**src/hw/rtl/mpct_pkg.sv**
```systemverilog
`default_nettype none
package mpct_pkg;

  localparam int unsigned SCREEN_W = 11;
  localparam int unsigned CURSOR_W = 8;
  localparam int unsigned BYTE_W   = 8;
  localparam int unsigned DELTA_W  = 9;
  // wide enough for pos + delta + cursor size, signed
  localparam int unsigned CALC_W   = 13;

  localparam int unsigned FIRST_MARK_BIT = 3;
  localparam int unsigned X_SIGN_BIT     = 4;
  localparam int unsigned Y_SIGN_BIT     = 5;
  localparam int unsigned LEFT_BIT       = 0;
  localparam int unsigned RIGHT_BIT      = 1;
  localparam int unsigned MIDDLE_BIT     = 2;

  localparam logic signed [CALC_W-1:0] EDGE_MARGIN = 13'sd2;

  localparam logic [SCREEN_W-1:0] SCREEN_W_RST = 11'd1024;
  localparam logic [SCREEN_W-1:0] SCREEN_H_RST = 11'd768;
  localparam logic [CURSOR_W-1:0] CURSOR_W_RST = 8'd16;
  localparam logic [CURSOR_W-1:0] CURSOR_H_RST = 8'd16;

  typedef enum logic [1:0] {
    REG_SCREEN_WIDTH  = 2'd0,
    REG_SCREEN_HEIGHT = 2'd1,
    REG_CURSOR_WIDTH  = 2'd2,
    REG_CURSOR_HEIGHT = 2'd3
  } reg_idx_t;

  // position within a packet
  typedef enum logic [1:0] {
    PKT_HEADER = 2'd0,
    PKT_XMOVE  = 2'd1,
    PKT_YMOVE  = 2'd2
  } pkt_state_t;

  typedef struct packed {
    logic [SCREEN_W-1:0] screen_width;
    logic [SCREEN_W-1:0] screen_height;
    logic [CURSOR_W-1:0] cursor_width;
    logic [CURSOR_W-1:0] cursor_height;
  } geom_t;

endpackage
`default_nettype wire

```
**src/hw/rtl/mpct_move.sv**
```systemverilog
`default_nettype none
// Bounds check and new cursor position for one packet.
module mpct_move (
  input  wire mpct_pkg::geom_t                          geom,
  input  wire logic [mpct_pkg::SCREEN_W-1:0]           pos_x,
  input  wire logic [mpct_pkg::SCREEN_W-1:0]           pos_y,
  input  wire logic signed [mpct_pkg::DELTA_W-1:0]     delta_x,
  input  wire logic signed [mpct_pkg::DELTA_W-1:0]     delta_y,
  output logic [mpct_pkg::SCREEN_W-1:0]                new_x,
  output logic [mpct_pkg::SCREEN_W-1:0]                new_y
);

  logic signed [mpct_pkg::CALC_W-1:0] nx;
  logic signed [mpct_pkg::CALC_W-1:0] ny;
  logic signed [mpct_pkg::CALC_W-1:0] nx_far;
  logic signed [mpct_pkg::CALC_W-1:0] ny_far;
  logic signed [mpct_pkg::CALC_W-1:0] sw;
  logic signed [mpct_pkg::CALC_W-1:0] sh;
  logic                               fits;

  always_comb begin
    nx = $signed({2'b00, pos_x}) + mpct_pkg::CALC_W'(delta_x);
    ny = $signed({2'b00, pos_y}) - mpct_pkg::CALC_W'(delta_y);
    nx_far = nx + $signed({5'b0, geom.cursor_width});
    ny_far = ny + $signed({5'b0, geom.cursor_height});
    sw = $signed({2'b00, geom.screen_width});
    sh = $signed({2'b00, geom.screen_height});
    fits = (nx > mpct_pkg::EDGE_MARGIN) && (nx_far < sw) &&
           (ny > mpct_pkg::EDGE_MARGIN) && (ny_far < sh);
    // a failed check on either axis holds both
    new_x = fits ? nx[mpct_pkg::SCREEN_W-1:0] : pos_x;
    new_y = fits ? ny[mpct_pkg::SCREEN_W-1:0] : pos_y;
  end

endmodule
`default_nettype wire

```
**src/hw/rtl/mouse_packet_cursor_tracker.sv**
```systemverilog
`default_nettype none
// Throughput: one byte per cycle, except while a packet's third byte waits for room
//   in the result register; the input register and the result register decouple the
//   two sides, so a waiting result does not block framing bytes.
// Reset (rst_n low, synchronous): packet framing restarts at the header byte,
//   cursor goes to (0,0), screen 1024x768 and cursor 16x16 are restored.
module mouse_packet_cursor_tracker (
  input  wire                                       clk,
  input  wire                                       rst_n,
  // byte input
  input  wire                                       in_valid,
  output logic                                      in_stall,
  input  wire [mpct_pkg::BYTE_W-1:0]                in_mouse_byte,
  // result output
  output logic                                      out_valid,
  input  wire                                       out_stall,
  output logic [mpct_pkg::SCREEN_W-1:0]             out_cursor_x,
  output logic [mpct_pkg::SCREEN_W-1:0]             out_cursor_y,
  output logic signed [mpct_pkg::DELTA_W-1:0]       out_delta_x,
  output logic signed [mpct_pkg::DELTA_W-1:0]       out_delta_y,
  output logic                                      out_left_button,
  output logic                                      out_middle_button,
  output logic                                      out_right_button,
  // register port
  input  wire                                       psel,
  input  wire                                       penable,
  input  wire                                       pwrite,
  input  wire [3:0]                                 paddr,
  input  wire [31:0]                                pwdata,
  output logic [31:0]                               prdata,
  output logic                                      pready
);

  // ---------------------------------------------------------------------
  // Geometry registers
  // ---------------------------------------------------------------------
  mpct_pkg::geom_t   geom_r;
  mpct_pkg::reg_idx_t reg_idx;
  logic              reg_wr;

  assign pready  = 1'b1;
  assign reg_idx = mpct_pkg::reg_idx_t'(paddr[3:2]);
  assign reg_wr  = psel && penable && pwrite;

  always_ff @(posedge clk) begin
    if (!rst_n) begin
      geom_r.screen_width  <= mpct_pkg::SCREEN_W_RST;
      geom_r.screen_height <= mpct_pkg::SCREEN_H_RST;
      geom_r.cursor_width  <= mpct_pkg::CURSOR_W_RST;
      geom_r.cursor_height <= mpct_pkg::CURSOR_H_RST;
    end else if (reg_wr) begin
      unique case (reg_idx)
        mpct_pkg::REG_SCREEN_WIDTH:  geom_r.screen_width  <= pwdata[mpct_pkg::SCREEN_W-1:0];
        mpct_pkg::REG_SCREEN_HEIGHT: geom_r.screen_height <= pwdata[mpct_pkg::SCREEN_W-1:0];
        mpct_pkg::REG_CURSOR_WIDTH:  geom_r.cursor_width  <= pwdata[mpct_pkg::CURSOR_W-1:0];
        mpct_pkg::REG_CURSOR_HEIGHT: geom_r.cursor_height <= pwdata[mpct_pkg::CURSOR_W-1:0];
        default: ;
      endcase
    end
  end

  always_comb begin
    unique case (reg_idx)
      mpct_pkg::REG_SCREEN_WIDTH:  prdata = {21'b0, geom_r.screen_width};
      mpct_pkg::REG_SCREEN_HEIGHT: prdata = {21'b0, geom_r.screen_height};
      mpct_pkg::REG_CURSOR_WIDTH:  prdata = {24'b0, geom_r.cursor_width};
      mpct_pkg::REG_CURSOR_HEIGHT: prdata = {24'b0, geom_r.cursor_height};
      default:                     prdata = 32'b0;
    endcase
  end

  // ---------------------------------------------------------------------
  // Input register
  // ---------------------------------------------------------------------
  logic                        s1_valid_r;
  logic [mpct_pkg::BYTE_W-1:0] s1_byte_r;
  logic                        s1_done;   // held byte is consumed this cycle
  logic                        in_take;

  assign in_stall = s1_valid_r && !s1_done;
  assign in_take  = in_valid && !in_stall;

  always_ff @(posedge clk) begin
    if (!rst_n) begin
      s1_valid_r <= 1'b0;
    end else if (in_take) begin
      s1_valid_r <= 1'b1;
    end else if (s1_done) begin
      s1_valid_r <= 1'b0;
    end
  end

  always_ff @(posedge clk) begin
    if (in_take) begin
      s1_byte_r <= in_mouse_byte;
    end
  end

  // ---------------------------------------------------------------------
  // Packet framing and cursor state
  // ---------------------------------------------------------------------
  mpct_pkg::pkt_state_t          state_r, state_nxt;
  logic [mpct_pkg::BYTE_W-1:0]   header_r, header_nxt;
  logic [mpct_pkg::BYTE_W-1:0]   xmove_r, xmove_nxt;
  logic [mpct_pkg::SCREEN_W-1:0] pos_x_r, pos_x_nxt;
  logic [mpct_pkg::SCREEN_W-1:0] pos_y_r, pos_y_nxt;
  logic                          emit;
  logic                          out_free;

  logic signed [mpct_pkg::DELTA_W-1:0] dx;
  logic signed [mpct_pkg::DELTA_W-1:0] dy;
  logic [mpct_pkg::SCREEN_W-1:0]       mv_x;
  logic [mpct_pkg::SCREEN_W-1:0]       mv_y;

  logic                                out_valid_r;
  logic [mpct_pkg::SCREEN_W-1:0]       out_x_r;
  logic [mpct_pkg::SCREEN_W-1:0]       out_y_r;
  logic signed [mpct_pkg::DELTA_W-1:0] out_dx_r;
  logic signed [mpct_pkg::DELTA_W-1:0] out_dy_r;
  logic                                out_left_r;
  logic                                out_middle_r;
  logic                                out_right_r;

  assign out_free = !out_valid_r || !out_stall;

  // 9-bit deltas: sign bits ride in the header byte
  assign dx = $signed({header_r[mpct_pkg::X_SIGN_BIT], xmove_r});
  assign dy = $signed({header_r[mpct_pkg::Y_SIGN_BIT], s1_byte_r});

  mpct_move u_move (
    .geom    (geom_r),
    .pos_x   (pos_x_r),
    .pos_y   (pos_y_r),
    .delta_x (dx),
    .delta_y (dy),
    .new_x   (mv_x),
    .new_y   (mv_y)
  );

  always_comb begin
    state_nxt  = state_r;
    header_nxt = header_r;
    xmove_nxt  = xmove_r;
    pos_x_nxt  = pos_x_r;
    pos_y_nxt  = pos_y_r;
    emit       = 1'b0;
    s1_done    = 1'b0;
    unique case (state_r)
      mpct_pkg::PKT_HEADER: begin
        s1_done = s1_valid_r;
        // out-of-sync bytes (no mark bit) are dropped here
        if (s1_valid_r && s1_byte_r[mpct_pkg::FIRST_MARK_BIT]) begin
          header_nxt = s1_byte_r;
          state_nxt  = mpct_pkg::PKT_XMOVE;
        end
      end
      mpct_pkg::PKT_XMOVE: begin
        s1_done = s1_valid_r;
        if (s1_valid_r) begin
          xmove_nxt = s1_byte_r;
          state_nxt = mpct_pkg::PKT_YMOVE;
        end
      end
      default: begin
        // third byte; needs room in the result register
        if (s1_valid_r && out_free) begin
          s1_done   = 1'b1;
          emit      = 1'b1;
          pos_x_nxt = mv_x;
          pos_y_nxt = mv_y;
          state_nxt = mpct_pkg::PKT_HEADER;
        end
      end
    endcase
  end

  always_ff @(posedge clk) begin
    if (!rst_n) begin
      state_r  <= mpct_pkg::PKT_HEADER;
      header_r <= '0;
      xmove_r  <= '0;
      pos_x_r  <= '0;
      pos_y_r  <= '0;
    end else begin
      state_r  <= state_nxt;
      header_r <= header_nxt;
      xmove_r  <= xmove_nxt;
      pos_x_r  <= pos_x_nxt;
      pos_y_r  <= pos_y_nxt;
    end
  end

  // ---------------------------------------------------------------------
  // Result register
  // ---------------------------------------------------------------------
  always_ff @(posedge clk) begin
    if (!rst_n) begin
      out_valid_r <= 1'b0;
    end else if (emit) begin
      out_valid_r <= 1'b1;
    end else if (!out_stall) begin
      out_valid_r <= 1'b0;
    end
  end

  always_ff @(posedge clk) begin
    if (emit) begin
      out_x_r      <= mv_x;
      out_y_r      <= mv_y;
      out_dx_r     <= dx;
      out_dy_r     <= dy;
      out_left_r   <= header_r[mpct_pkg::LEFT_BIT];
      out_middle_r <= header_r[mpct_pkg::MIDDLE_BIT];
      out_right_r  <= header_r[mpct_pkg::RIGHT_BIT];
    end
  end

  assign out_valid         = out_valid_r;
  assign out_cursor_x      = out_x_r;
  assign out_cursor_y      = out_y_r;
  assign out_delta_x       = out_dx_r;
  assign out_delta_y       = out_dy_r;
  assign out_left_button   = out_left_r;
  assign out_middle_button = out_middle_r;
  assign out_right_button  = out_right_r;

endmodule
`default_nettype wire
```
**config.mk**
```make
export PLATFORM = sky130hd
export DESIGN_NAME = mouse_packet_cursor_tracker
export DESIGN_NICKNAME = d
export VERILOG_FILES = /design/src/hw/rtl/mpct_pkg.sv /design/src/hw/rtl/mpct_move.sv /design/src/hw/rtl/mouse_packet_cursor_tracker.sv
export SDC_FILE = /design/constraint.sdc
export NUM_CORES = 1
export LEC_CHECK = 0
export CORE_MARGIN = 5
export CORE_UTILIZATION = 40
export CTS_CLUSTER_SIZE = 14
export DETAILED_ROUTE_END_ITERATION = 7
export DONT_BUFFER_PORTS = 1
export GPL_TIMING_DRIVEN = 0
export PLACE_DENSITY = 0.59
export SYNTH_ARGS = -nofsm -noshare
export SYNTH_HDL_FRONTEND = slang
export SYNTH_SLANG_ARGS = --single-unit
```
**constraint.sdc**
```tcl
create_clock -name clk -period 15.4 [get_ports clk]
set_clock_uncertainty 0.15 [all_clocks]
set_input_delay 0.77 -clock clk [delete_from_list [all_inputs] [get_ports clk]]
set_output_delay 0.77 -clock clk [all_outputs]
set_load 0.01 [all_outputs]
```
==> results of run 1 <==
==> layer usage <==
metal / global-route usage [%] / vias to the layer above
li1: - / 2883
met1: 24.9 / 2749
met2: 29.4 / 153
met3: 4.17 / 28
met4: 7.11 / 0
met5: 0 / -
==> worst paths after layout <==
path	start	end	slack, ns
min reg2reg	header_r[0]	out_left_button	0.28
min	rst_n	geom_r[4]	0.27
max reg2reg	s1_byte_r[5]	out_cursor_x[10]	8.57
max	s1_byte_r[5]	out_cursor_x[10]	8.57
==> stage by stage <==
step           utilization, %  power (mW)
2_1_floorplan               -       0.413
3_3_place_gp             42.6       0.427
3_5_place_dp             42.6       0.428
4_1_cts                  45.8       0.826
5_1_grt                  45.8       0.848
6_report                 45.8       0.820
==> cell type report <==
cell class / count / share of cell area (%)
Multi-Input combinational cell: 594 / 47.3
Sequential cell: 128 / 35.9
Clock inverter: 12 / 1.59
Clock buffer: 20 / 5.22
Tap cell: 234 / 3.42
Buffer: 49 / 4.20
Inverter: 54 / 2.37
==> layout by cell type, fill, tap and decap left out, types with 27 or more instances in the layout <==
master | netlist | routed
o21ai_0 | 27 | 27
dfxtp_1 | 77 | 77
inv_1 | 53 | 53
nand2_1 | 97 | 97
a21oi_1 | 78 | 78
nor2_1 | 65 | 65
ha_1 | 62 | 62
edfxtp_1 | 51 | 51
==> power groups by stage <==
| stage | combinational, mW | sequential (mW) | clock (mW) |
|---|---|---|---|
| floorplan | 0.0484 | 0.365 | 0 |
| global placement | 0.0609 | 0.366 | 0 |
| detailed placement | 0.0616 | 0.366 | 0 |
| CTS | 0.0618 | 0.359 | 0.406 |
| global route | 0.0694 | 0.359 | 0.419 |
| finish | 0.0618 | 0.359 | 0.399 |
==> flip-flops by register name, summed over array words and instances, names as in the netlist <==
name               count
pos_y_r               11
out_cursor_x          11
s1_byte_r              8
pos_x_r               11
out_delta_y            9
header_r               5
xmove_r                8
out_middle_button      1
geom_r                38
out_valid              1
out_right_button       1
out_cursor_y          11
s1_valid_r             1
out_left_button        1
out_delta_x            9
state_r                2
==> kinds of logic (layout without fill, tap and decap cells) <==
group                    Yosys count  in the layout
XOR/XNOR                          36             36
adder cells (fa/ha/maj)           66             66
flip-flops                       128            128
AND/OR/NAND/NOR                  245            245
AO/OA/AOI/OAI                    187            187
multiplexers                      38             38
other                              2             22
buffers and inverters            103            135
==> worst register-to-register path: stages (launching register included) <==
cell	delay, ns
edfxtp_1	0.42
inv_1	0.18
ha_1	0.31
and2_1	0.18
a221oi_2	0.38
nand2_1	0.12
xor2_1	0.41
ha_1	0.37
o21a_1	0.12
o21ai_0	0.14
nand2b_1	0.08
o31a_1	0.14
xor2_1	0.16
ha_1	0.30
a2111oi_0	0.46
o21ai_0	0.22
a221oi_1	0.43
a22o_2	0.22
nand4b_1	0.19
a211oi_4	0.61
clkbuf_1	0.63
o21ai_0	0.29
==> metrics.md, run 1 <==
| Metric | Value |
|---|---|
| Via-per-instance ratio | 5.33 |
| Total of max-cap violations | 0 |
| Slowest-stage cell, CP | clkbuf_1 |
| Met3 wire length | 971 um |
| Syn_area_per_cell | 9.45 um2 |
| P_leak | 3.55 nW |
| Compound-Gate Fraction of Synth Area | 15.4% |
| Die area | 0.0219 mm2 |
| Num Clock Sinks | 128 |
| Max Freq | 0.146 GHz |
| Post_cts resized | 0 |
| PnR worst setup slack | 8.57 ns |
| Slew headroom | 11.4% |
| Met2 wire len | 9440 um |
| Wl on met1 | 9250 um |
| CP top delay family | compound AO/OA/AOI/OAI gates |
| Synth cell count leaders | 97 x nand2_1, 78 x a21oi_1, 77 x dfxtp_1 |
| CTS max path bufs | 2 |
| Final setup violation count | 0 |
| Worst r2r path cells | 21 |
| Mapped Area | 0.00761 mm2 |
| Switching power | 0.197 mW |
| Overflow after GRT | 0 |
| Synth cell types | 72 |
| Fin Setup TNS | 0 ns |
| Area leader, netlist | dfxtp_1 |
| Kind of critical path | reg2reg |
| Worst-margin pin slew | 1.32 ns |
| Hold path depth | 1 |
| Initial antenna violation count | 0 |
| Post-layout minimum cycle time | 6.83 ns |
| RSZ-0062 raised after global routing | false |
| Simple-gate share of the synthesized area | 14.8% |
| Post-synth top flop | dfxtp_1 |
| Number of global-route vias before repair | 5568 |
| 1st-iter DRT viols | 451 |
| DR vias | 5813 |
| Yosys reg bits | 128 |
| Largest net degree at the start of global routing | 53 |
| Stages on worst setup path | 21 |
| Port Buffers | 0 |
| First-pass GRT wire length | 31600 um |
| CORE AREA | 0.0187 mm2 |
| Ranking of synthesized cells by area | dfxtp_1 20%, edfxtp_1 20%, ha_1 10% |
| Switching power share of the total | 24.0% |
| Synthesized instance count | 805 |
| Gpl congestion | 0.892 |
| Hold Crit Class | in2reg |
| Maximum vdd ir drop | 0.0000660 V |
| Final non-filler cell total | 1091 |
| Place WS | 8.63 ns |
| Arr. time, crit path | 6.79 ns |
| Proportion of power drawn by combinational gates | 7.5% |
| Post-DP Area | 0.00798 mm2 |
| Critical Path End Type | flip-flop |
| Final period util | 44.4% |
| Placed wire-length estimate | 15200 um |
| Rows | 50 |
| Post-Synth Adder-Cell Area | 11.2% |
| Post-CTS Setup Inserts | 0 |
| Share of layout cells above drive strength 1 | 11.1% |
| Post-synth top area share | 20.3% |
| Total Wirelength | 20000 um |
| Drt wl/cell | 18.4 um |
| Register share of total power | 43.8% |
| Int Power | 0.623 mW |
| Outcome | finished, final reports clean |
| Post-route DRC violation count | 0 |
| Worst-Skew Late Latency | 0.42 ns |
| Critical Path, Cell by Cell | inv_1, ha_1, and2_1, a221oi_2, nand2_1, xor2_1, ha_1, o21a_1, o21ai_0, nand2b_1, o31a_1, xor2_1, ha_1, a2111oi_0, o21ai_0, a221oi_1, a22o_2, nand4b_1, a211oi_4, clkbuf_1, o21ai_0 |
| Cts hold-fix bufs | 0 |
| Hold_ws | 0.266 ns |
| # IOs | 129 |
| Required @ worst endpoint | 15.36 ns |
| CTS Root Cell | clkbuf_16 |
| Worst-path clk slew | 0.06 ns |
| Yosys synthesis warning count | 0 |
| Final Slew Violations | 0 |
| Multiplexer share of the synthesized area | 6.46% |
| Most frequent cell after synthesis | nand2_1 |
| Die W | 148 um |
| Multi-input gate area | 0.00405 mm2 |
| H-tree lvl count | 4 |
| P&R area growth vs syn | 12.5% |
| Placed Cells | 1059 |
| Highest Signal Layer | met4 |
| Largest family of logic cells by synthesized area | compound AO/OA/AOI/OAI gates |
| Fin area | 0.00856 mm2 |
| Pwr per Cell Area | 95.8 mW/mm2 |
| CP Max Fanout | 10 |
| Initial Util | 40.7% |
| Crit start category | flip-flop |
| Xor/xnor cell area share of the yosys netlist | 4.14% |
| Asr flop ratio synth | 0% |
| Number of diodes | 0 |
| Register area | 0.00307 mm2 |
| Die Ht | 148 um |
| Worst Path Buf+Inv | 2 |
| Final Hold Fails | 0 |
| Final #Nets | 961 |
| Cts bufs inserted | 17 |
| Post-synth EDFFs | 51 |
| Fillers | 1768 |
| Routed Antenna Nets | 0 |
| GRT Util Overall | 18.6% |
| Clk pwr share | 48.7% |
| CP peak stage delay | 0.63 ns |
| DRT Pass-1 Iters | 4 |
| Sequential share of the synthesized area | 40.4% |
| TritonCTS clock tree | done |
Note: power is estimated with default switching activity, not from simulation.
==> run 2: changes to the inputs <==
--- a/config.mk
+++ b/config.mk
@@ -5,13 +5,14 @@
 export SDC_FILE = /design/constraint.sdc
 export NUM_CORES = 1
 export LEC_CHECK = 0
+export ABC_AREA = 1
 export CORE_MARGIN = 5
 export CORE_UTILIZATION = 40
 export CTS_CLUSTER_SIZE = 14
 export DETAILED_ROUTE_END_ITERATION = 7
 export DONT_BUFFER_PORTS = 1
 export GPL_TIMING_DRIVEN = 0
-export PLACE_DENSITY = 0.59
+export PLACE_DENSITY = 0.61
 export SYNTH_ARGS = -nofsm -noshare
 export SYNTH_HDL_FRONTEND = slang
 export SYNTH_SLANG_ARGS = --single-unit
==> constraint.sdc (replaced) <==
create_clock -name clk -period 6.1 [get_ports clk]
set_clock_uncertainty 0.15 [all_clocks]
set_input_delay 0.305 -clock clk [delete_from_list [all_inputs] [get_ports clk]]
set_output_delay 0.305 -clock clk [all_outputs]
set_load 0.01 [all_outputs]
==> run 2 against run 1 <==
Against the previous run: routed wire length grew 3.9%; via count is 18% higher; core utilization up 1.0 points; design area rose by 11%; area after synthesis increased by 8.6%; sequential power rose to 2.6 times the previous value; clock power grew to 2.5 times the previous value; synthesized cell count increased by 34%; non-clock buffer count increased by 18; maximum frequency rose by 40%; largest power group unchanged; highest routed layer unchanged.
==> metrics.md, run 2 <==
| Metric | Value |
|---|---|
| RSZ-0062 raised after global routing | false |
| Post-synth top area share | 18.7% (-1.6 points) |
| TritonCTS clock tree | done |
| Largest net degree at the start of global routing | 27 (-49%) |
| Largest family of logic cells by synthesized area | simple AND/OR/NAND/NOR gates |
| Die W | 154 um (+3.9%) |
| Hold_ws | 0.110 ns (-0.156 ns) |
| Compound-Gate Fraction of Synth Area | 9.17% (-6.3 points) |
| First-pass GRT wire length | 33200 um (+5.0%) |
| Most frequent cells in the layout | 243 x nand2_1, 160 x inv_1, 77 x dfxtp_1 |
| Sequential share of the synthesized area | 37.2% (-3.2 points) |
| Max FFs per register | 38 (unchanged) |
| Pwr per Cell Area | 229 mW/mm2 (+140%) |
| # IOs | 129 (unchanged) |
| Xor/xnor cell area share of the yosys netlist | 2.32% (-1.8 points) |
| Post-route DRC violation count | 0 (unchanged) |
| Commonest non-fill, non-tap cell in the layout | nand2_1 |
| Post-layout minimum cycle time | 4.86 ns (-1.97 ns) |
| Final Hold Fails | 0 (unchanged) |
| Register area | 0.00307 mm2 (unchanged) |
| Area leader, netlist | dfxtp_1 |
| Hold Crit Class | in2reg |
| Fin Setup TNS | 0 ns (unchanged) |
| Post-CTS Setup Inserts | 0 (unchanged) |
| Yosys synthesis warning count | 0 (unchanged) |
| Worst-Skew Late Latency | 0.43 ns (about the same) |
| Crit start category | flip-flop |
| Synth cell types | 38 (-47%) |
| Synth cell count leaders | 243 x nand2_1, 161 x inv_1, 77 x dfxtp_1 |
| Overflow after GRT | 0 (unchanged) |
| CORE AREA | 0.0203 mm2 (+8.5%) |
| CTS Root Cell | clkbuf_16 |
| Syn_area_per_cell | 7.68 um2 (-19%) |
| Gpl congestion | 0.954 (+6.9%) |
| Post-synth top flop | dfxtp_1 |
| Max Freq | 0.206 GHz (+40%) |
| Initial antenna violation count | 0 (unchanged) |
| Kind of critical path | reg2reg |
| Final setup violation count | 0 (unchanged) |
| GRT Util Overall | 17.6% (-1.0 points) |
| P_leak | 4.54 nW (+28%) |
| Total Wirelength | 20800 um (+3.9%) |
| Rows | 52 (+4.0%) |
| Drt wl/cell | 14.7 um (-20%) |
| Number of diodes | 0 (unchanged) |
| Final Slew Violations | 0 (unchanged) |
| Num Clock Sinks | 128 (unchanged) |
| Post_cts resized | 0 (unchanged) |
| Multiplexer share of the synthesized area | 0% (-6.5 points) |
| Slew headroom | 56.4% (+45 points) |
| Die area | 0.0236 mm2 (+8.0%) |
| Most frequent cell after synthesis | nand2_1 |
| Share of layout cells above drive strength 1 | 10.9% (-0.21 points) |
| Fin area | 0.00949 mm2 (+11%) |
| Via-per-instance ratio | 4.83 (-9.4%) |
| Mapped Area | 0.00826 mm2 (+8.6%) |
| Final period util | 79.7% (+35 points) |
| H-tree lvl count | 4 (unchanged) |
| Routed Antenna Nets | 0 (unchanged) |
| Synthesized instance count | 1076 (+34%) |
| Placed wire-length estimate | 16300 um (+7.4%) |
| 1st-iter DRT viols | 377 (-16%) |
| Post-Synth Adder-Cell Area | 10.4% (-0.89 points) |
| Initial Util | 40.7% (about the same) |
| Fillers | 2046 (+16%) |
| Worst-margin pin slew | 0.652 ns (-0.667 ns) |
| CP Max Fanout | 10 (unchanged) |
| Worst-path clk slew | 0.06 ns (about the same) |
| Arr. time, crit path | 4.89 ns (-1.90 ns) |
| Multi-input gate area | 0.00434 mm2 (+7.1%) |
| Asr flop ratio synth | 0% (unchanged) |
| Simple-gate share of the synthesized area | 29.6% (+15 points) |
| P&R area growth vs syn | 14.9% |
| Port Buffers | 0 (unchanged) |
| Total of max-cap violations | 0 (unchanged) |
| Reg with most FFs | geom_r |
| DRT Pass-1 Iters | 5 (+1) |
| Yosys reg bits | 128 (unchanged) |
| Maximum vdd ir drop | 0.000226 V (+240%) |
| Required @ worst endpoint | 6.13 ns (-9.23 ns) |
| CTS max path bufs | 2 (unchanged) |
| Number of global-route vias before repair | 6446 (+16%) |
| DR vias | 6850 (+18%) |
| Die Ht | 154 um (+3.9%) |
| Cts bufs inserted | 17 (unchanged) |
| Critical Path End Type | flip-flop |
| Final #Nets | 1254 (+30%) |
| Outcome | finished, final reports clean |
| Ranking of synthesized cells by area | dfxtp_1 19%, edfxtp_1 19%, nand2_1 11% |
| Post-DP Area | 0.00870 mm2 (+9.1%) |
| Post-synth EDFFs | 51 (unchanged) |
[run 2: changes by cell type in the layout (fill, tap and decap cells not counted), sizes merged, moves of 15 or more]
cell	change
nor2	+15
nand2	+183
dlygate4sd3	+21
nand3	+55
a21oi	-16
xnor2	-16
inv	+112
nand4	+29
mux2i	-24
and2	+19
[run 2: stage by stage]
step / power [mW] / setup WS [ns] / std cells / util (%)
finish: 2.17 / 1.24 / 1419 / 46.8
global route: 2.26 / 0.841 / 1419 / 46.8
CTS: 2.19 / 1.20 / 1419 / 46.8
detailed placement: 1.17 / 1.24 / 1367 / 42.9
global placement: 1.17 / 1.23 / 1366 / 42.7
floorplan: 1.11 / 1.95 / 1096 / -
[run 2: cell families after synthesis]
| logic type | Yosys count |
|---|---|
| AOI/OAI and AO/OA | 138 |
| xor gates and xnor gates | 21 |
| DFF | 128 |
| other | 2 |
| adders and majority gates | 66 |
| and+or+nand+nor | 507 |
| buffers and inverters | 214 |
[run 2: path summary, 6_finish.rpt]
| kind | to | slack [ns] | cells past startpoint | from |
|---|---|---|---|---|
| max | out_cursor_y[2] | 1.24 | 24 | s1_byte_r[0] |
| min | s1_byte_r[7] | 0.11 | 2 | in_valid |
| max reg2reg | out_cursor_y[2] | 1.24 | 24 | s1_byte_r[0] |
| min reg2reg | out_right_button | 0.28 | 0 | header_r[1] |
[run 2: area by class of cell]
| class | count | area share, % |
|---|---|---|
| Timing Repair Buffer | 22 | 2.50 |
| Clock inverter | 13 | 1.48 |
| Multi-Input combinational cell | 754 | 45.7 |
| Sequential cell | 128 | 32.4 |
| Inverter | 169 | 6.68 |
| Clock buffer | 18 | 4.63 |
| Tap cell | 270 | 3.56 |
| Buffer | 45 | 3.10 |
[run 2: critical path: stages (launching register included)]
cell	delay, ns
edfxtp_1	0.50
ha_1	0.19
inv_1	0.09
fa_1	0.45
nand3_1	0.12
nand3_2	0.10
nand2_1	0.10
nand3_1	0.07
nand2_1	0.14
inv_1	0.07
ha_1	0.34
nand2_1	0.08
nor3_1	0.15
a21oi_1	0.15
nor3_2	0.26
xor2_1	0.16
inv_1	0.05
ha_1	0.28
a21o_1	0.18
nor2_1	0.10
nand3_1	0.11
nand2_2	0.14
buf_2	0.28
nand4_1	0.17
and2_1	0.18
[run 2: layer usage]
layer  wire length [um]  part of all wire (%)  track usage, %
met3                751                   3.6            2.78
met2              10300                    50            30.4
met5                  0                     0               0
met4                485                   2.3            6.77
met1               9240                    44            22.0
[run 2: what timing repair did]
item                                    CTS  global route
hold buffers                             21             0
endpoints found under the setup margin    0             0
endpoints found under the hold margin    48             0
[run 2: where the power goes]
group	internal, mW	switching (mW)	total, mW
Sequential	0.902	0.0144	0.917
Clock	0.610	0.397	1.01
Combinational	0.0897	0.159	0.249
